### config.mk
export PLATFORM = sky130hd
export DESIGN_NAME = handheld_apu_sample_mixer_top
export DESIGN_NICKNAME = d
export VERILOG_FILES = /design/src/rtl/hapu_pkg.sv /design/src/rtl/hapu_div.sv /design/src/rtl/hapu_dp.sv /design/src/rtl/hapu_ctrl.sv /design/src/rtl/handheld_apu_sample_mixer_top.sv
export SDC_FILE = /design/constraint.sdc
export NUM_CORES = 2
export LEC_CHECK = 0
export ABC_CLOCK_PERIOD_IN_PS = 9150
export BUFFER_PORTS_ARGS = -buffer_cell sky130_fd_sc_hd__buf_2
export CELL_PAD_IN_SITES_DETAIL_PLACEMENT = 0
export CELL_PAD_IN_SITES_GLOBAL_PLACEMENT = 1
export CORE_ASPECT_RATIO = 0.75
export CORE_MARGIN = 1.5
export CORE_UTILIZATION = 30
export CTS_CLUSTER_SIZE = 25
export DETAILED_ROUTE_END_ITERATION = 7
export PLACE_DENSITY = 0.53
export SETUP_SLACK_MARGIN = 0.4
export SLEW_MARGIN = 30
export SYNTH_ARGS = -nofsm -noshare
export SYNTH_HDL_FRONTEND = slang
export SYNTH_HIERARCHICAL = 1
export SYNTH_SLANG_ARGS = --single-unit
### constraint.sdc
create_clock -name i_clk -period 9.15 [get_ports i_clk]
set_clock_uncertainty 0.1 [all_clocks]
set_input_delay 1.83 -clock i_clk [delete_from_list [all_inputs] [get_ports i_clk]]
set_output_delay 1.83 -clock i_clk [all_outputs]
set_load 0.02 [all_outputs]
### src/rtl/hapu_pkg.sv
// Shared types, register map and constant tables for the handheld sound mixer.
// Used by hapu_dp, hapu_ctrl and the top module; depends on nothing.
`timescale 1ns / 1ps

package hapu_pkg;

    localparam int WAVE_BYTES_DEF = 16;
    localparam int NREGS          = 23;
    localparam int RATE_W         = 12;
    localparam int IDX_W          = 6;
    localparam int SAMPLE_W       = 16;
    localparam int CFG_IDX_W      = 1;
    localparam int PHASE_W        = 32;
    localparam int STEP_W         = 25;
    localparam int LEN_W          = 22;
    localparam int ENVC_W         = 19;
    localparam int SWPC_W         = 18;
    localparam int DIV_NUM_W      = 33;
    localparam int DIV_DEN_W      = 12;

    localparam logic [RATE_W-1:0] RATE_RST = 12'd48;
    localparam logic [7:0]        NR52_RST = 8'hF1;

    // request kinds
    localparam logic REQ_WRITE = 1'b0;
    localparam logic REQ_TICK  = 1'b1;

    // configuration register indexes
    localparam logic [CFG_IDX_W-1:0] CFG_RATE       = 1'b0;
    localparam logic [CFG_IDX_W-1:0] CFG_WAVE_MODEL = 1'b1;

    // channel numbers
    localparam logic [1:0] CH_SQ1  = 2'd0;
    localparam logic [1:0] CH_SQ2  = 2'd1;
    localparam logic [1:0] CH_WAVE = 2'd2;

    // I/O addresses
    localparam logic [IDX_W-1:0] A_NR10 = 6'h10;
    localparam logic [IDX_W-1:0] A_NR12 = 6'h12;
    localparam logic [IDX_W-1:0] A_NR13 = 6'h13;
    localparam logic [IDX_W-1:0] A_NR14 = 6'h14;
    localparam logic [IDX_W-1:0] A_GAP1 = 6'h15;
    localparam logic [IDX_W-1:0] A_NR22 = 6'h17;
    localparam logic [IDX_W-1:0] A_NR23 = 6'h18;
    localparam logic [IDX_W-1:0] A_NR24 = 6'h19;
    localparam logic [IDX_W-1:0] A_NR30 = 6'h1A;
    localparam logic [IDX_W-1:0] A_NR33 = 6'h1D;
    localparam logic [IDX_W-1:0] A_NR34 = 6'h1E;
    localparam logic [IDX_W-1:0] A_GAP2 = 6'h1F;
    localparam logic [IDX_W-1:0] A_NR52 = 6'h26;

    // register file slots (address minus 0x10)
    localparam logic [4:0] R_NR10 = 5'd0;
    localparam logic [4:0] R_NR11 = 5'd1;
    localparam logic [4:0] R_NR12 = 5'd2;
    localparam logic [4:0] R_NR13 = 5'd3;
    localparam logic [4:0] R_NR14 = 5'd4;
    localparam logic [4:0] R_NR21 = 5'd6;
    localparam logic [4:0] R_NR22 = 5'd7;
    localparam logic [4:0] R_NR23 = 5'd8;
    localparam logic [4:0] R_NR24 = 5'd9;
    localparam logic [4:0] R_NR30 = 5'd10;
    localparam logic [4:0] R_NR31 = 5'd11;
    localparam logic [4:0] R_NR32 = 5'd12;
    localparam logic [4:0] R_NR33 = 5'd13;
    localparam logic [4:0] R_NR34 = 5'd14;
    localparam logic [4:0] R_NR50 = 5'd20;
    localparam logic [4:0] R_NR51 = 5'd21;
    localparam logic [4:0] R_NR52 = 5'd22;

    typedef struct packed {
        logic cfg_wr;
        logic wr;
        logic tick;
        logic mix_load;
        logic div_start;
    } t_cmd;

    typedef struct packed {
        logic recalc_pend;
        logic div_done;
        logic div_busy;
        logic rate_zero;
    } t_stat;

    function automatic logic [7:0] reg_default(input logic [4:0] idx);
        logic [7:0] v;
        case (idx)
            5'd0:    v = 8'h80;
            5'd1:    v = 8'hBF;
            5'd2:    v = 8'hF3;
            5'd4:    v = 8'hBF;
            5'd6:    v = 8'h3F;
            5'd9:    v = 8'hBF;
            5'd10:   v = 8'h7F;
            5'd11:   v = 8'hFF;
            5'd12:   v = 8'h9F;
            5'd14:   v = 8'hBF;
            5'd16:   v = 8'hFF;
            5'd19:   v = 8'hBF;
            5'd20:   v = 8'h77;
            5'd21:   v = 8'hF3;
            5'd22:   v = 8'h70;
            default: v = 8'h00;
        endcase
        return v;
    endfunction

    function automatic logic [7:0] wave_init(input logic color, input logic [3:0] idx);
        logic [7:0] v;
        case (idx)
            4'd0, 4'd12: v = 8'hac;
            4'd1, 4'd13: v = 8'hdd;
            4'd2, 4'd14: v = 8'hda;
            4'd3, 4'd15: v = 8'h48;
            4'd4:        v = 8'h36;
            4'd5:        v = 8'h02;
            4'd6:        v = 8'hcf;
            4'd7:        v = 8'h16;
            4'd8:        v = 8'h2c;
            4'd9:        v = 8'h04;
            4'd10:       v = 8'he5;
            4'd11:       v = 8'h2c;
            default:     v = 8'h00;
        endcase
        if (color) begin
            v = idx[0] ? 8'hFF : 8'h00;
        end
        return v;
    endfunction

    function automatic logic duty_high(input logic [1:0] duty, input logic [2:0] pos);
        logic [7:0] pat;
        case (duty)
            2'd0:    pat = 8'h04;
            2'd1:    pat = 8'h06;
            2'd2:    pat = 8'h0F;
            default: pat = 8'hF9;
        endcase
        return pat[pos];
    endfunction

endpackage

### src/rtl/hapu_div.sv
// Restoring divider, one quotient bit per cycle.
// Computes the channel phase steps; depends on nothing.
`timescale 1ns / 1ps

module hapu_div #(
    parameter int NUM_W = 33,
    parameter int DEN_W = 12
) (
    input  logic             i_clk,
    input  logic             i_rst_n,
    input  logic             i_start,
    input  logic [NUM_W-1:0] i_num,
    input  logic [DEN_W-1:0] i_den,
    output logic             o_busy,
    output logic             o_done,
    output logic [NUM_W-1:0] o_quot
);

    localparam int CNT_W = $clog2(NUM_W + 1);

    logic [CNT_W-1:0] r_cnt;
    logic             r_done;
    logic [NUM_W-1:0] r_num;
    logic [DEN_W-1:0] r_den;
    logic [DEN_W-1:0] r_rem;
    logic [DEN_W:0]   w_trial;
    logic [DEN_W:0]   w_diff;
    logic             w_ge;

    assign w_trial = {r_rem, r_num[NUM_W-1]};
    assign w_ge    = w_trial >= {1'b0, r_den};
    assign w_diff  = w_trial - {1'b0, r_den};

    always_ff @(posedge i_clk) begin
        if (!i_rst_n) begin
            r_cnt  <= '0;
            r_done <= 1'b0;
        end else begin
            r_done <= 1'b0;
            if (i_start) begin
                r_cnt <= CNT_W'(NUM_W);
            end else if (r_cnt != '0) begin
                r_cnt <= r_cnt - 1'b1;
                if (r_cnt == CNT_W'(1)) begin
                    r_done <= 1'b1;
                end
            end
        end
    end

    // quotient bits shift in behind the numerator
    always_ff @(posedge i_clk) begin
        if (i_start) begin
            r_num <= i_num;
            r_den <= i_den;
            r_rem <= '0;
        end else if (r_cnt != '0) begin
            r_num <= {r_num[NUM_W-2:0], w_ge};
            r_rem <= w_ge ? w_diff[DEN_W-1:0] : w_trial[DEN_W-1:0];
        end
    end

    assign o_busy = (r_cnt != '0);
    assign o_done = r_done;
    assign o_quot = r_num;

endmodule

### src/rtl/hapu_dp.sv
// Datapath: sound register file, wave RAM, channel counters, mixer, output register.
// Uses hapu_pkg and the serial divider hapu_div.
`timescale 1ns / 1ps

module hapu_dp import hapu_pkg::*; #(
    parameter int WAVE_BYTES = WAVE_BYTES_DEF
) (
    input  logic                       i_clk,
    input  logic                       i_rst_n,
    input  t_cmd                       i_cmd,
    output t_stat                      o_stat,
    input  logic [IDX_W-1:0]           i_reg_index,
    input  logic [7:0]                 i_write_data,
    input  logic [CFG_IDX_W-1:0]       i_cfg_index,
    input  logic [RATE_W-1:0]          i_cfg_data,
    output logic signed [SAMPLE_W-1:0] o_left,
    output logic signed [SAMPLE_W-1:0] o_right,
    output logic signed [SAMPLE_W-1:0] o_mono,
    output logic [2:0]                 o_chan_on
);

    localparam int WIDX_W = $clog2(WAVE_BYTES);
    localparam logic [7:0] NR12_DEF = reg_default(R_NR12);
    localparam logic [7:0] NR22_DEF = reg_default(R_NR22);

    logic [RATE_W-1:0]  r_rate,  n_rate;
    logic               r_color, n_color;
    logic [7:0]         r_regs  [NREGS],      n_regs  [NREGS];
    logic [7:0]         r_wave  [WAVE_BYTES], n_wave  [WAVE_BYTES];
    logic [PHASE_W-1:0] r_phase [3],          n_phase [3];
    logic [STEP_W-1:0]  r_step  [3],          n_step  [3];
    logic [LEN_W-1:0]   r_len   [3],          n_len   [3];
    logic [3:0]         r_vol   [2],          n_vol   [2];
    logic [ENVC_W-1:0]  r_envc  [2],          n_envc  [2];
    logic [SWPC_W-1:0]  r_swpc,  n_swpc;
    logic [10:0]        r_swpf,  n_swpf;
    logic [2:0]         r_active, n_active;
    logic [2:0]         r_recalc, n_recalc;
    logic [1:0]         r_div_ch, n_div_ch;
    logic signed [8:0]  r_mix_l, n_mix_l, r_mix_r, n_mix_r;
    logic signed [SAMPLE_W-1:0] r_out_l, r_out_r, r_out_m;
    logic [2:0]         r_out_on;

    // divider operands
    logic [1:0]           w_low, w_op_ch;
    logic [7:0]           w_lo, w_hi;
    logic [10:0]          w_freq;
    logic [DIV_DEN_W-1:0] w_den;
    logic [DIV_NUM_W-1:0] w_num, w_quot;
    logic [15:0]          w_thr;
    logic                 w_over, w_div_done, w_div_busy;
    logic                 w_pwr;
    logic [IDX_W-1:0]     w_off;

    // mixer
    logic signed [12:0]         w_lp, w_rp;
    logic signed [SAMPLE_W-1:0] w_left, w_right;
    logic signed [SAMPLE_W:0]   w_sum;

    assign w_low   = r_recalc[0] ? CH_SQ1 : (r_recalc[1] ? CH_SQ2 : CH_WAVE);
    assign w_op_ch = i_cmd.div_start ? w_low : r_div_ch;

    always_comb begin
        case (w_op_ch)
            CH_SQ1:  begin w_lo = r_regs[R_NR13]; w_hi = r_regs[R_NR14]; end
            CH_SQ2:  begin w_lo = r_regs[R_NR23]; w_hi = r_regs[R_NR24]; end
            default: begin w_lo = r_regs[R_NR33]; w_hi = r_regs[R_NR34]; end
        endcase
    end

    assign w_freq = {w_hi[2:0], w_lo};
    assign w_den  = 12'd2048 - {1'b0, w_freq};
    assign w_num  = (w_op_ch == CH_WAVE) ? {r_rate, 21'd0} : {4'd0, r_rate, 17'd0};
    assign w_thr  = (w_op_ch == CH_WAVE) ? {1'b0, w_den, 3'd0} : {w_den, 4'd0};
    assign w_over = {4'd0, r_rate} > w_thr;

    hapu_div #(
        .NUM_W (DIV_NUM_W),
        .DEN_W (DIV_DEN_W)
    ) u_div (
        .i_clk   (i_clk),
        .i_rst_n (i_rst_n),
        .i_start (i_cmd.div_start),
        .i_num   (w_num),
        .i_den   (w_den),
        .o_busy  (w_div_busy),
        .o_done  (w_div_done),
        .o_quot  (w_quot)
    );

    assign w_pwr = r_regs[R_NR52][7];
    assign w_off = i_reg_index - A_NR10;

    always_comb begin
        logic [7:0]          v_b;
        logic [1:0]          v_duty;
        logic                v_ctl;
        logic [7:0]          v_envr, v_lenr;
        logic [3:0]          v_s;
        logic signed [8:0]   v_sq, v_l, v_r, v_wx, v_w;
        logic [LEN_W-1:0]    v_lsum, v_lim;
        logic [17:0]         v_eper;
        logic [ENVC_W-1:0]   v_esum;
        logic [16:0]         v_sper;
        logic [SWPC_W-1:0]   v_ssum;
        logic [10:0]         v_delta;
        logic [11:0]         v_f;
        logic [7:0]          v_byte;
        logic [3:0]          v_nib;
        logic signed [4:0]   v_ws;
        logic [7:0]          v_pan;

        n_rate   = r_rate;
        n_color  = r_color;
        n_regs   = r_regs;
        n_wave   = r_wave;
        n_phase  = r_phase;
        n_step   = r_step;
        n_len    = r_len;
        n_vol    = r_vol;
        n_envc   = r_envc;
        n_swpc   = r_swpc;
        n_swpf   = r_swpf;
        n_active = r_active;
        n_recalc = r_recalc;
        n_div_ch = r_div_ch;
        n_mix_l  = r_mix_l;
        n_mix_r  = r_mix_r;
        v_b      = i_write_data;
        v_pan    = r_regs[R_NR51];
        v_l      = '0;
        v_r      = '0;
        v_duty   = '0;
        v_ctl    = 1'b0;
        v_envr   = '0;
        v_lenr   = '0;
        v_s      = '0;
        v_sq     = '0;
        v_lsum   = '0;
        v_lim    = '0;
        v_eper   = '0;
        v_esum   = '0;
        v_sper   = '0;
        v_ssum   = '0;
        v_delta  = '0;
        v_f      = '0;
        v_byte   = '0;
        v_nib    = '0;
        v_ws     = '0;
        v_wx     = '0;
        v_w      = '0;

        if (i_cmd.cfg_wr) begin
            case (i_cfg_index)
                CFG_RATE: begin
                    n_rate   = i_cfg_data;
                    n_recalc = '1;
                end
                default: begin
                    n_color = i_cfg_data[0];
                    for (int i = 0; i < WAVE_BYTES; i++) begin
                        n_wave[i] = wave_init(i_cfg_data[0], 4'(i));
                    end
                end
            endcase
        end

        // with power off only the master register takes a write
        if (i_cmd.wr && (w_pwr || i_reg_index == A_NR52)) begin
            if (i_reg_index[5:4] == 2'b11) begin
                if (!r_active[CH_WAVE]) begin
                    n_wave[i_reg_index[WIDX_W-1:0]] = v_b;
                end
            end else if (i_reg_index >= A_NR10 && i_reg_index <= A_NR52 &&
                         i_reg_index != A_GAP1 && i_reg_index != A_GAP2) begin
                n_regs[w_off[4:0]] = v_b;
                case (i_reg_index)
                    A_NR10: n_swpf = {r_regs[R_NR14][2:0], r_regs[R_NR13]};
                    A_NR12: n_vol[0] = v_b[7:4];
                    A_NR13: n_recalc[CH_SQ1] = 1'b1;
                    A_NR14: begin
                        n_recalc[CH_SQ1] = 1'b1;
                        if (v_b[7]) begin
                            n_swpc = '0;
                            n_swpf = {v_b[2:0], r_regs[R_NR13]};
                            n_vol[0] = r_regs[R_NR12][7:4];
                            if (!r_active[CH_SQ1]) begin
                                n_phase[CH_SQ1] = '0;
                            end
                            n_active[CH_SQ1] = 1'b1;
                            n_len[CH_SQ1]    = '0;
                            n_envc[0]        = '0;
                        end
                    end
                    A_NR22: n_vol[1] = v_b[7:4];
                    A_NR23: n_recalc[CH_SQ2] = 1'b1;
                    A_NR24: begin
                        n_recalc[CH_SQ2] = 1'b1;
                        if (v_b[7]) begin
                            n_vol[1] = r_regs[R_NR22][7:4];
                            if (!r_active[CH_SQ2]) begin
                                n_phase[CH_SQ2] = '0;
                            end
                            n_active[CH_SQ2] = 1'b1;
                            n_len[CH_SQ2]    = '0;
                            n_envc[1]        = '0;
                        end
                    end
                    A_NR30: begin
                        if (!v_b[7]) begin
                            n_active[CH_WAVE] = 1'b0;
                        end
                    end
                    A_NR33: n_recalc[CH_WAVE] = 1'b1;
                    A_NR34: begin
                        n_recalc[CH_WAVE] = 1'b1;
                        if (v_b[7]) begin
                            if (!r_active[CH_WAVE]) begin
                                n_phase[CH_WAVE] = '0;
                            end
                            n_len[CH_WAVE]    = '0;
                            n_active[CH_WAVE] = r_regs[R_NR30][7];
                        end
                    end
                    A_NR52: begin
                        if (!v_b[7]) begin
                            // power down: defaults back, channel state cleared
                            for (int i = 0; i < NREGS; i++) begin
                                n_regs[i] = reg_default(5'(i));
                            end
                            for (int c = 0; c < 3; c++) begin
                                n_phase[c] = '0;
                                n_len[c]   = '0;
                            end
                            n_envc[0] = '0;
                            n_envc[1] = '0;
                            n_vol[0]  = NR12_DEF[7:4];
                            n_vol[1]  = NR22_DEF[7:4];
                            n_swpc    = '0;
                            n_swpf    = '0;
                            n_active  = '0;
                            n_recalc  = '1;
                        end
                    end
                    default: ;
                endcase
            end
        end

        if (i_cmd.tick) begin
            for (int c = 0; c < 2; c++) begin
                v_duty = (c == 0) ? r_regs[R_NR11][7:6] : r_regs[R_NR21][7:6];
                v_ctl  = (c == 0) ? r_regs[R_NR14][6]   : r_regs[R_NR24][6];
                v_envr = (c == 0) ? r_regs[R_NR12]      : r_regs[R_NR22];
                v_lenr = (c == 0) ? r_regs[R_NR11]      : r_regs[R_NR21];
                if (r_active[c]) begin
                    v_s  = duty_high(v_duty, r_phase[c][20:18]) ? r_vol[c] : 4'd0;
                    v_sq = $signed({3'd0, v_s, 2'd0});
                    n_phase[c] = r_phase[c] + PHASE_W'(r_step[c]);
                    if (v_ctl) begin
                        v_lsum   = r_len[c] + LEN_W'(r_rate);
                        v_lim    = LEN_W'({7'd64 - {1'b0, v_lenr[5:0]}, 13'd0});
                        n_len[c] = v_lsum;
                        if (v_lsum >= v_lim) begin
                            n_active[c] = 1'b0;
                        end
                    end
                    v_eper = {v_envr[2:0], 15'd0};
                    if (v_eper != '0) begin
                        v_esum = r_envc[c] + ENVC_W'(r_rate);
                        if (v_esum >= ENVC_W'(v_eper)) begin
                            n_envc[c] = v_esum - ENVC_W'(v_eper);
                            if (v_envr[3]) begin
                                if (r_vol[c] != 4'hF) begin
                                    n_vol[c] = r_vol[c] + 4'd1;
                                end
                            end else if (r_vol[c] != 4'h0) begin
                                n_vol[c] = r_vol[c] - 4'd1;
                            end
                        end else begin
                            n_envc[c] = v_esum;
                        end
                    end
                    if (v_pan[c]) begin
                        v_r = v_r + v_sq;
                    end
                    if (v_pan[c+4]) begin
                        v_l = v_l + v_sq;
                    end
                end
            end

            // frequency sweep on square 1
            v_sper = {r_regs[R_NR10][6:4], 14'd0};
            if (r_active[CH_SQ1] && v_sper != '0) begin
                v_ssum = r_swpc + SWPC_W'(r_rate);
                if (v_ssum >= SWPC_W'(v_sper)) begin
                    n_swpc  = v_ssum - SWPC_W'(v_sper);
                    v_delta = r_swpf >> r_regs[R_NR10][2:0];
                    v_f     = r_regs[R_NR10][3] ? {1'b0, r_swpf} - {1'b0, v_delta}
                                                : {1'b0, r_swpf} + {1'b0, v_delta};
                    if (v_f[11]) begin
                        n_active[CH_SQ1] = 1'b0;
                    end else begin
                        n_swpf           = v_f[10:0];
                        n_regs[R_NR13]   = v_f[7:0];
                        n_regs[R_NR14]   = {r_regs[R_NR14][7:3], v_f[10:8]};
                        n_recalc[CH_SQ1] = 1'b1;
                    end
                end else begin
                    n_swpc = v_ssum;
                end
            end

            if (r_active[CH_WAVE]) begin
                v_byte = r_wave[r_phase[CH_WAVE][22 +: WIDX_W]];
                v_nib  = r_phase[CH_WAVE][21] ? v_byte[3:0] : v_byte[7:4];
                v_ws   = $signed({1'b0, v_nib}) - 5'sd8;
                v_wx   = {{4{v_ws[4]}}, v_ws};
                case (r_regs[R_NR32][6:5])
                    2'd1:    v_w = v_wx <<< 2;
                    2'd2:    v_w = v_wx <<< 1;
                    2'd3:    v_w = v_wx;
                    default: v_w = '0;
                endcase
                n_phase[CH_WAVE] = r_phase[CH_WAVE] + PHASE_W'(r_step[CH_WAVE]);
                if (r_regs[R_NR34][6]) begin
                    v_lsum = r_len[CH_WAVE] + LEN_W'(r_rate);
                    v_lim  = {9'd256 - {1'b0, r_regs[R_NR31]}, 13'd0};
                    n_len[CH_WAVE] = v_lsum;
                    if (v_lsum >= v_lim) begin
                        n_active[CH_WAVE] = 1'b0;
                    end
                end
                if (v_pan[2]) begin
                    v_r = v_r + v_w;
                end
                if (v_pan[6]) begin
                    v_l = v_l + v_w;
                end
            end
            n_mix_l = v_l;
            n_mix_r = v_r;
        end

        if (i_cmd.div_start) begin
            n_div_ch = w_low;
        end
        if (w_div_done) begin
            n_step[r_div_ch]   = w_over ? '0 : w_quot[STEP_W-1:0];
            n_recalc[r_div_ch] = 1'b0;
        end
    end

    always_ff @(posedge i_clk) begin
        if (!i_rst_n) begin
            r_rate   <= RATE_RST;
            r_color  <= 1'b0;
            for (int i = 0; i < NREGS; i++) begin
                r_regs[i] <= reg_default(5'(i));
            end
            r_regs[R_NR52] <= NR52_RST;
            for (int i = 0; i < WAVE_BYTES; i++) begin
                r_wave[i] <= wave_init(1'b0, 4'(i));
            end
            for (int c = 0; c < 3; c++) begin
                r_phase[c] <= '0;
                r_step[c]  <= '0;
                r_len[c]   <= '0;
            end
            r_vol[0]  <= NR12_DEF[7:4];
            r_vol[1]  <= NR22_DEF[7:4];
            r_envc[0] <= '0;
            r_envc[1] <= '0;
            r_swpc    <= '0;
            r_swpf    <= '0;
            r_active  <= '0;
            r_recalc  <= '1;
            r_div_ch  <= CH_SQ1;
        end else begin
            r_rate   <= n_rate;
            r_color  <= n_color;
            r_regs   <= n_regs;
            r_wave   <= n_wave;
            r_phase  <= n_phase;
            r_step   <= n_step;
            r_len    <= n_len;
            r_vol    <= n_vol;
            r_envc   <= n_envc;
            r_swpc   <= n_swpc;
            r_swpf   <= n_swpf;
            r_active <= n_active;
            r_recalc <= n_recalc;
            r_div_ch <= n_div_ch;
        end
    end

    // master volume and output register
    assign w_lp    = r_mix_l * $signed({1'b0, r_regs[R_NR50][6:4]});
    assign w_rp    = r_mix_r * $signed({1'b0, r_regs[R_NR50][2:0]});
    assign w_left  = {w_lp[11:0], 4'd0};
    assign w_right = {w_rp[11:0], 4'd0};
    assign w_sum   = {w_left[SAMPLE_W-1], w_left} + {w_right[SAMPLE_W-1], w_right};

    always_ff @(posedge i_clk) begin
        r_mix_l <= n_mix_l;
        r_mix_r <= n_mix_r;
        if (i_cmd.mix_load) begin
            r_out_l  <= w_left;
            r_out_r  <= w_right;
            r_out_m  <= w_sum[SAMPLE_W:1];
            r_out_on <= r_active;
        end
    end

    assign o_left    = r_out_l;
    assign o_right   = r_out_r;
    assign o_mono    = r_out_m;
    assign o_chan_on = r_out_on;

    assign o_stat.recalc_pend = (r_recalc != '0);
    assign o_stat.div_done    = w_div_done;
    assign o_stat.div_busy    = w_div_busy;
    assign o_stat.rate_zero   = (r_rate == '0);

endmodule

### src/rtl/hapu_ctrl.sv
// Controller: sequences writes, ticks, output loads and phase step recomputes.
// Uses hapu_pkg; drives hapu_dp through t_cmd and watches t_stat.
`timescale 1ns / 1ps

module hapu_ctrl import hapu_pkg::*; (
    input  logic  i_clk,
    input  logic  i_rst_n,
    input  logic  i_in_valid,
    input  logic  i_req_type,
    output logic  o_in_ready,
    input  logic  i_cfg_valid,
    output logic  o_cfg_ready,
    output logic  o_out_valid,
    input  logic  i_out_ready,
    input  t_stat i_stat,
    output t_cmd  o_cmd
);

    typedef enum logic [3:0] {
        S_IDLE  = 4'b0001,
        S_MIX   = 4'b0010,
        S_CHECK = 4'b0100,
        S_DIV   = 4'b1000
    } t_state;

    t_state r_state, n_state;
    logic   r_out_valid, n_out_valid;
    logic   w_in_acc, w_cfg_acc;

    assign o_cfg_ready = (r_state == S_IDLE);
    assign o_in_ready  = (r_state == S_IDLE) && !i_cfg_valid;
    assign w_in_acc    = i_in_valid && o_in_ready;
    assign w_cfg_acc   = i_cfg_valid && o_cfg_ready;

    always_comb begin
        n_state     = r_state;
        n_out_valid = r_out_valid && !i_out_ready;
        o_cmd       = '0;
        case (r_state)
            S_IDLE: begin
                if (w_cfg_acc) begin
                    o_cmd.cfg_wr = 1'b1;
                    n_state      = S_CHECK;
                end else if (w_in_acc) begin
                    if (i_req_type == REQ_WRITE) begin
                        o_cmd.wr = 1'b1;
                        n_state  = S_CHECK;
                    end else if (!i_stat.rate_zero) begin
                        o_cmd.tick = 1'b1;
                        n_state    = S_MIX;
                    end
                end
            end
            S_MIX: begin
                // hold until the output register is free
                if (!r_out_valid || i_out_ready) begin
                    o_cmd.mix_load = 1'b1;
                    n_out_valid    = 1'b1;
                    n_state        = S_CHECK;
                end
            end
            S_CHECK: begin
                if (i_stat.recalc_pend) begin
                    o_cmd.div_start = 1'b1;
                    n_state         = S_DIV;
                end else begin
                    n_state = S_IDLE;
                end
            end
            S_DIV: begin
                if (i_stat.div_done) begin
                    n_state = S_CHECK;
                end
            end
            default: n_state = S_IDLE;
        endcase
    end

    always_ff @(posedge i_clk) begin
        if (!i_rst_n) begin
            r_state     <= S_CHECK;
            r_out_valid <= 1'b0;
        end else begin
            r_state     <= n_state;
            r_out_valid <= n_out_valid;
        end
    end

    assign o_out_valid = r_out_valid;

endmodule

### src/rtl/handheld_apu_sample_mixer_top.sv
// Handheld sound mixer: two square channels and a wave channel, one mixed sample per tick
// while the rate is not zero. A register write that changes a pitch register runs one phase
// step recompute; a tick does so when the sweep changes square 1's pitch (33-step serial
// divider). A power-off write and a rate write run three recomputes. Output is registered;
// the next item is taken while a sample waits. After reset (synchronous, i_rst_n low) the
// block runs three recomputes before it accepts an item.
`timescale 1ns / 1ps

module handheld_apu_sample_mixer_top import hapu_pkg::*; #(
    parameter int WAVE_BYTES = WAVE_BYTES_DEF
) (
    input  logic                 i_clk,
    input  logic                 i_rst_n,
    input  logic                 s_axis_tvalid,
    output logic                 s_axis_tready,
    input  logic [15:0]          s_axis_tdata,  // [5:0] reg_index, [13:6] write_data
    input  logic [0:0]           s_axis_tuser,  // [0] req_type
    output logic                 m_axis_tvalid,
    input  logic                 m_axis_tready,
    output logic [55:0]          m_axis_tdata,  // [15:0] left, [31:16] right,
                                                // [47:32] mono, [50:48] channels_on
    input  logic                 i_cfg_valid,
    output logic                 o_cfg_ready,
    input  logic [CFG_IDX_W-1:0] i_cfg_index,
    input  logic [RATE_W-1:0]    i_cfg_data
);

    t_cmd  w_cmd;
    t_stat w_stat;
    logic signed [SAMPLE_W-1:0] w_left, w_right, w_mono;
    logic [2:0] w_chan_on;

    hapu_ctrl u_ctrl (
        .i_clk       (i_clk),
        .i_rst_n     (i_rst_n),
        .i_in_valid  (s_axis_tvalid),
        .i_req_type  (s_axis_tuser[0]),
        .o_in_ready  (s_axis_tready),
        .i_cfg_valid (i_cfg_valid),
        .o_cfg_ready (o_cfg_ready),
        .o_out_valid (m_axis_tvalid),
        .i_out_ready (m_axis_tready),
        .i_stat      (w_stat),
        .o_cmd       (w_cmd)
    );

    hapu_dp #(
        .WAVE_BYTES (WAVE_BYTES)
    ) u_dp (
        .i_clk        (i_clk),
        .i_rst_n      (i_rst_n),
        .i_cmd        (w_cmd),
        .o_stat       (w_stat),
        .i_reg_index  (s_axis_tdata[5:0]),
        .i_write_data (s_axis_tdata[13:6]),
        .i_cfg_index  (i_cfg_index),
        .i_cfg_data   (i_cfg_data),
        .o_left       (w_left),
        .o_right      (w_right),
        .o_mono       (w_mono),
        .o_chan_on    (w_chan_on)
    );

    assign m_axis_tdata = {5'd0, w_chan_on, w_mono, w_right, w_left};

    a_one_accept: assert property (@(posedge i_clk) disable iff (!i_rst_n)
        !(s_axis_tvalid && s_axis_tready && i_cfg_valid && o_cfg_ready))
        else $error("input and configuration transactions in the same cycle");

    a_ready_no_recalc: assert property (@(posedge i_clk) disable iff (!i_rst_n)
        s_axis_tready |-> !w_stat.recalc_pend && !w_stat.div_busy)
        else $error("input ready while a phase step recompute is pending");

    a_done_after_busy: assert property (@(posedge i_clk) disable iff (!i_rst_n)
        w_stat.div_done |-> $past(w_stat.div_busy))
        else $error("divider done without a running division");

endmodule
Word level (Yosys, flattened, before mapping). Cells that the tools add are included.

Output and inout port bits: 59. Register bits after elaboration: 774. Logic and storage cells: 446. Input bits: 35.

Magnitude comparators: 21. Bitwise gates (word level): 10. Multipliers: 2. Reductions and logical operators: 38. Muxes and demuxes: 235. Add/sub/neg operators: 31. Shift operators: 1. Equality and inequality tests: 35.

Operators with widths (count): $mux 128 (5); $mux 160 (3); $mux 96 (5); $mux 184 (2); $mux 66 (5); $mux 32 (9); $mux 22 (9); $pmux 32 s2 (3); $mux 38 (5); $bwmux 184 (1); $mux 8 (22); $mux 19 (8); $mux 18 (8); $mux 9 (16); $pmux 22 s2 (3); $bwmux 128 (1); $mux 11 (9); $mux 33 (3); $add 32x25->32 (3); $mux 4 (24); $mux 16 (5); $pmux 19 s2 (2); $bwmux 75 (1); $add 22x12->22 (3); other kinds (92) (218).

Depth between registers and ports, before layout.
Word-level depth: 20. Gate-level depth with buffers: 27. Mapped depth without buffers: 22.

Modules after synthesis. The synthesis kept the hierarchy.

Modules (own cells, without submodules): hapu_dp (area each 37552.3 um^2, cells an instance 4486, seq. area each 12211.7 um^2, times used 1); hapu_div (area each 3199.3 um^2, cells an instance 259, seq. area each 1731.7 um^2, times used 1); hapu_ctrl (area each 405.4 um^2, cells an instance 45, seq. area each 100.1 um^2, times used 1); handheld_apu_sample_mixer_top (area each 41.3 um^2, cells an instance 6, seq. area each 0.0 um^2, times used 1).

Worst setup path after synthesis. OpenSTA, ideal clock, no wires.

Path type: flip-flop to flip-flop. From: register u_ctrl.r_state[2]. To: register u_dp/r_step[52] in the netlist's numbering. Period minus slack after synthesis: 5.073 ns. Library setup time: 0.117 ns. Cell stages (with the launch flop): 26. Setup slack: 4.077 ns. Buffers on the path: 5. Arrival time: 4.856 ns. Required time: 8.933 ns. Path through: dfxtp_1 and3b_1 nor3b_1 buf_4 mux2i_4 buf_6 clkbuf_1 mux2i_1 o21ai_0 inv_1 ha_1 nand3_1 xor2_1 o21ai_0 mux2i_1 ha_1 nand3_1 o21ai_0 a21oi_1 o21ai_0 o311ai_0 a211o_1 buf_2 and3_4 buf_6 a22o_1.

RTL lines: from (decl) (line hapu_ctrl.sv:26) `t_state r_state, n_state;`; from (signal assigned) (line hapu_ctrl.sv:84) `r_state <= n_state;`; to (signal assigned) (line hapu_dp.sv:386) `r_step <= n_step;`; to (decl) (line hapu_dp.sv:31) `logic [STEP_W-1:0] r_step [3], n_step [3];`.

Worst setup path after layout.
From: register u_dp.r_rate[1]. To: register u_dp/r_vol[5] in the netlist's numbering.

Longest elaborated chain between the ends: 7. Elaborated cells between the ends (all ways): 12. Classes of those cells: 1 x add/sub; 1 x order compare; 9 x mux; 1 x reduce/logical.

Ends and longest elaborated chain: from (decl) (line hapu_dp.sv:26) `logic [RATE_W-1:0] r_rate, n_rate;`; from (signal assigned) (line hapu_dp.sv:381) `r_rate <= n_rate;`; parallel branches: the longest is 6 deep, another holds $add 19x12->19; $mux 8 (*) (line hapu_dp.sv:250) `if (i_cmd.tick) begin`; to (signal assigned) (line hapu_dp.sv:388) `r_vol <= n_vol;`; to (decl) (line hapu_dp.sv:33) `logic [3:0] r_vol [2], n_vol [2];`.

Every way passes the cells marked *. A chain may end at the register's enable or synchronous reset.

==> flow_metrics.env <==
export IMPL_outcome="completed"
export IMPL_setup_tns_final_ps=0
export IMPL_grt_max_degree=133
export IMPL_finalSetupViolCount=0
export IMPL_area_delta_synth_final_pct=11.7
export IMPL_yosys_warnings=6
export IMPL_post_cts_buffers=0
export IMPL_clk_latency_ps=680
export IMPL_crit_required_ps=9620
export IMPL_path_delay_family="compound AO/OA/AOI/OAI gates"
export IMPL_slew_headroom=0.373
export IMPL_nets=5131
export IMPL_endpoint_kind="flip-flop"
export IMPL_core_area_um2=136000
export IMPL_ctsHoldBuffers=0
export IMPL_port_buffers=75
export IMPL_htree_levels=3
export IMPL_syn_area_per_cell_um2=8.59
export IMPL_clk_pin_slew_ps=60
export IMPL_p_per_area_nw_per_um2=161
export IMPL_switching_power_uw=2080
export IMPL_ant_nets=0
export IMPL_wl_per_cell_um=20.4
export IMPL_sequentialPowerShare=0.441
export IMPL_cts_tree="yes"
export IMPL_combPwrFrac=0.114
export IMPL_synth_cells=4795
export IMPL_drtPass1Iterations=6
export IMPL_hp_class="reg -> reg"
export IMPL_nFillCells=14200
export IMPL_die_w_um=431
export IMPL_initial_core_util=0.303
export IMPL_hold_viol=0
export IMPL_period_share=0.751
export IMPL_drv_cap=0
export IMPL_crit_chain="inv_1 -> fa_1 -> nand2b_1 -> a21oi_1 -> o2111ai_1 -> nand2_1 -> a21oi_1 -> nor2_1 -> xor2_1 -> ha_1 -> nand4_1 -> nor3_1 -> o21ai_0 -> nor4_1 -> o221ai_1 -> a2111oi_0 -> a21oi_1 -> nor2_2 -> nand3_1 -> a221o_1"
export IMPL_drive_above_1_share=0.0956
export IMPL_ir_drop_mv=0.122
export IMPL_vias=34400
export IMPL_overflow=0
export IMPL_cts_root_buf="clkbuf_16"
export IMPL_grt_pass1_wl_um=207000
export IMPL_fmax_mhz=145
export IMPL_cp_num_buf_inv=1
export IMPL_finalCriticalPeriod_ps=6870
export IMPL_dpl_cell_area_um2=43300
export IMPL_rsz0062_at_grt="false"
export IMPL_grt_total_usage=0.191
export IMPL_synthesis_area_um2=41200
export IMPL_dpl_hpwl_um=92600
export IMPL_slowest_delay_ps=740
export IMPL_worst_setup_path_type="reg -> reg"
export IMPL_drc=0
export IMPL_cts_sinks=650
export IMPL_cp_start_kind="flip-flop"
export IMPL_clk_path_buf_depth=3
export IMPL_p_leak_uw=0.0183
export IMPL_boundaryPins=94
export IMPL_drtIter0Drc=2398
export IMPL_worstPathArrival_ps=7340
export IMPL_cp_max_fo=9
export IMPL_wirelength_um=135000
export IMPL_cts_buffers=80
export IMPL_slew_violations=0
export IMPL_dieArea_um2=140000
export IMPL_viasPerCell=5.20
export IMPL_sw_frac_of_total=0.281
export IMPL_intPower_uw=5310
export IMPL_cpMostUsedCell="a21oi_1"
export IMPL_rows=117
export IMPL_fp_dieH_um=324
export IMPL_cts_resized_gates=0
export IMPL_globalplace_congestion=0.791
export IMPL_finish_instance_area_um2=46000
export IMPL_grt_pass1_vias=33100
export IMPL_crit_path_top_delay_cell="dfxtp_1"
export IMPL_tightest_slew_ps=931
export IMPL_antenna_found_initial=8
export IMPL_p_clk_frac=0.445
-- power by group through the flow --
stage,clock (uW),combinational [uW],sequential [uW]
final,3290,844,3260
after CTS,3410,848,3260
after global routing,3520,930,3270
after detailed placement,0,844,3320
after global placement,0,837,3330
after floorplan,0,639,3220
-- per-stage QoR --
step / setup slack (ps) / cells / hold WS [ps] / total power, uW / utilization
3_5_place_dp: 2170 / 6473 / 343 / 4170 / 0.319
4_1_cts: 2150 / 6618 / 352 / 7520 / 0.338
6_report: 2280 / 6620 / 353 / 7390 / 0.338
5_1_grt: 1740 / 6619 / 372 / 7730 / 0.338
2_1_floorplan: 4080 / 4826 / 325 / 3860 / -
3_3_place_gp: 2250 / 6470 / 341 / 4160 / 0.318
-- worst register-to-register path: stages (launching register included) --
cell and delay, ps:
dfxtp_1 740, inv_1 590, fa_1 620, nand2b_1 180
a21oi_1 260, o2111ai_1 330, nand2_1 200, a21oi_1 110
nor2_1 150, xor2_1 300, ha_1 210, nand4_1 100
nor3_1 210, o21ai_0 200, nor4_1 250, o221ai_1 200
a2111oi_0 560, a21oi_1 370, nor2_2 530, nand3_1 220
a221o_1 350
-- state kept, by name (all words and copies together), names as in the netlist, 4 cells and up --
register,flops
u_dp/o_left,12
u_dp/u_div/r_cnt,6
u_dp/r_mix_r,9
u_ctrl/r_state,4
u_dp/r_mix_l,9
u_dp/u_div/o_quot,33
u_dp/u_div/r_den,12
u_dp/r_phase,68
u_dp/r_wave,128
u_dp/u_div/r_rem,12
u_dp/r_len,66
u_dp/r_rate,12
u_dp/r_step,67
u_dp/o_right,12
u_dp/r_envc,38
u_dp/r_regs,99
u_dp/r_vol,8
u_dp/r_swpf,11
u_dp/r_swpc,18
u_dp/o_mono,13
-- layout make-up --
| cell class | count | area, um2 | share of cell area |
|---|---|---|---|
| antenna | 2 | 5.00 | 0.000109 |
| clock buffer | 114 | 2360 | 0.0514 |
| clock inverter | 31 | 290 | 0.00631 |
| inverter | 224 | 848 | 0.0184 |
| multi-input combinational | 3671 | 25300 | 0.550 |
| sequential | 650 | 14000 | 0.305 |
| tap | 1785 | 2230 | 0.0485 |
| timing repair buffer | 143 | 936 | 0.0203 |
-- final timing paths --
check / slack (ps) / cells after the start / startpoint / to
setup / recovery: 2280 / 20 / u_dp/r_rate[1] / u_dp/r_vol[5]
hold / removal: 350 / 2 / u_dp/r_step[17] / u_dp/r_step[17]
setup reg to reg: 2280 / 20 / u_dp/r_rate[1] / u_dp/r_vol[5]
hold reg to reg: 350 / 2 / u_dp/r_step[17] / u_dp/r_step[17]
-- metal layers --
| layer | GRT usage | share of wire |
|---|---|---|
| met5 | 0 | 0.00025 |
| met4 | 0.0393 | 0.018 |
| met3 | 0.0308 | 0.043 |
| met2 | 0.279 | 0.40 |
| met1 | 0.293 | 0.53 |
-- placed cells by master (no fill, tap or decap), types with 68 or more instances in the layout --
master	count
edfxtp_1	103
nor3_1	121
xor2_1	95
nor2_1	490
a21o_1	68
nand2_1	450
clkbuf_16	84
a21oi_1	317
and2_1	68
o21ai_0	253
dfxtp_1	546
ha_1	289
buf_2	74
nand3_1	143
inv_1	222
xnor2_1	149
mux2i_1	125
a211oi_1	107
Note: power is estimated with default switching activity, not from simulation.
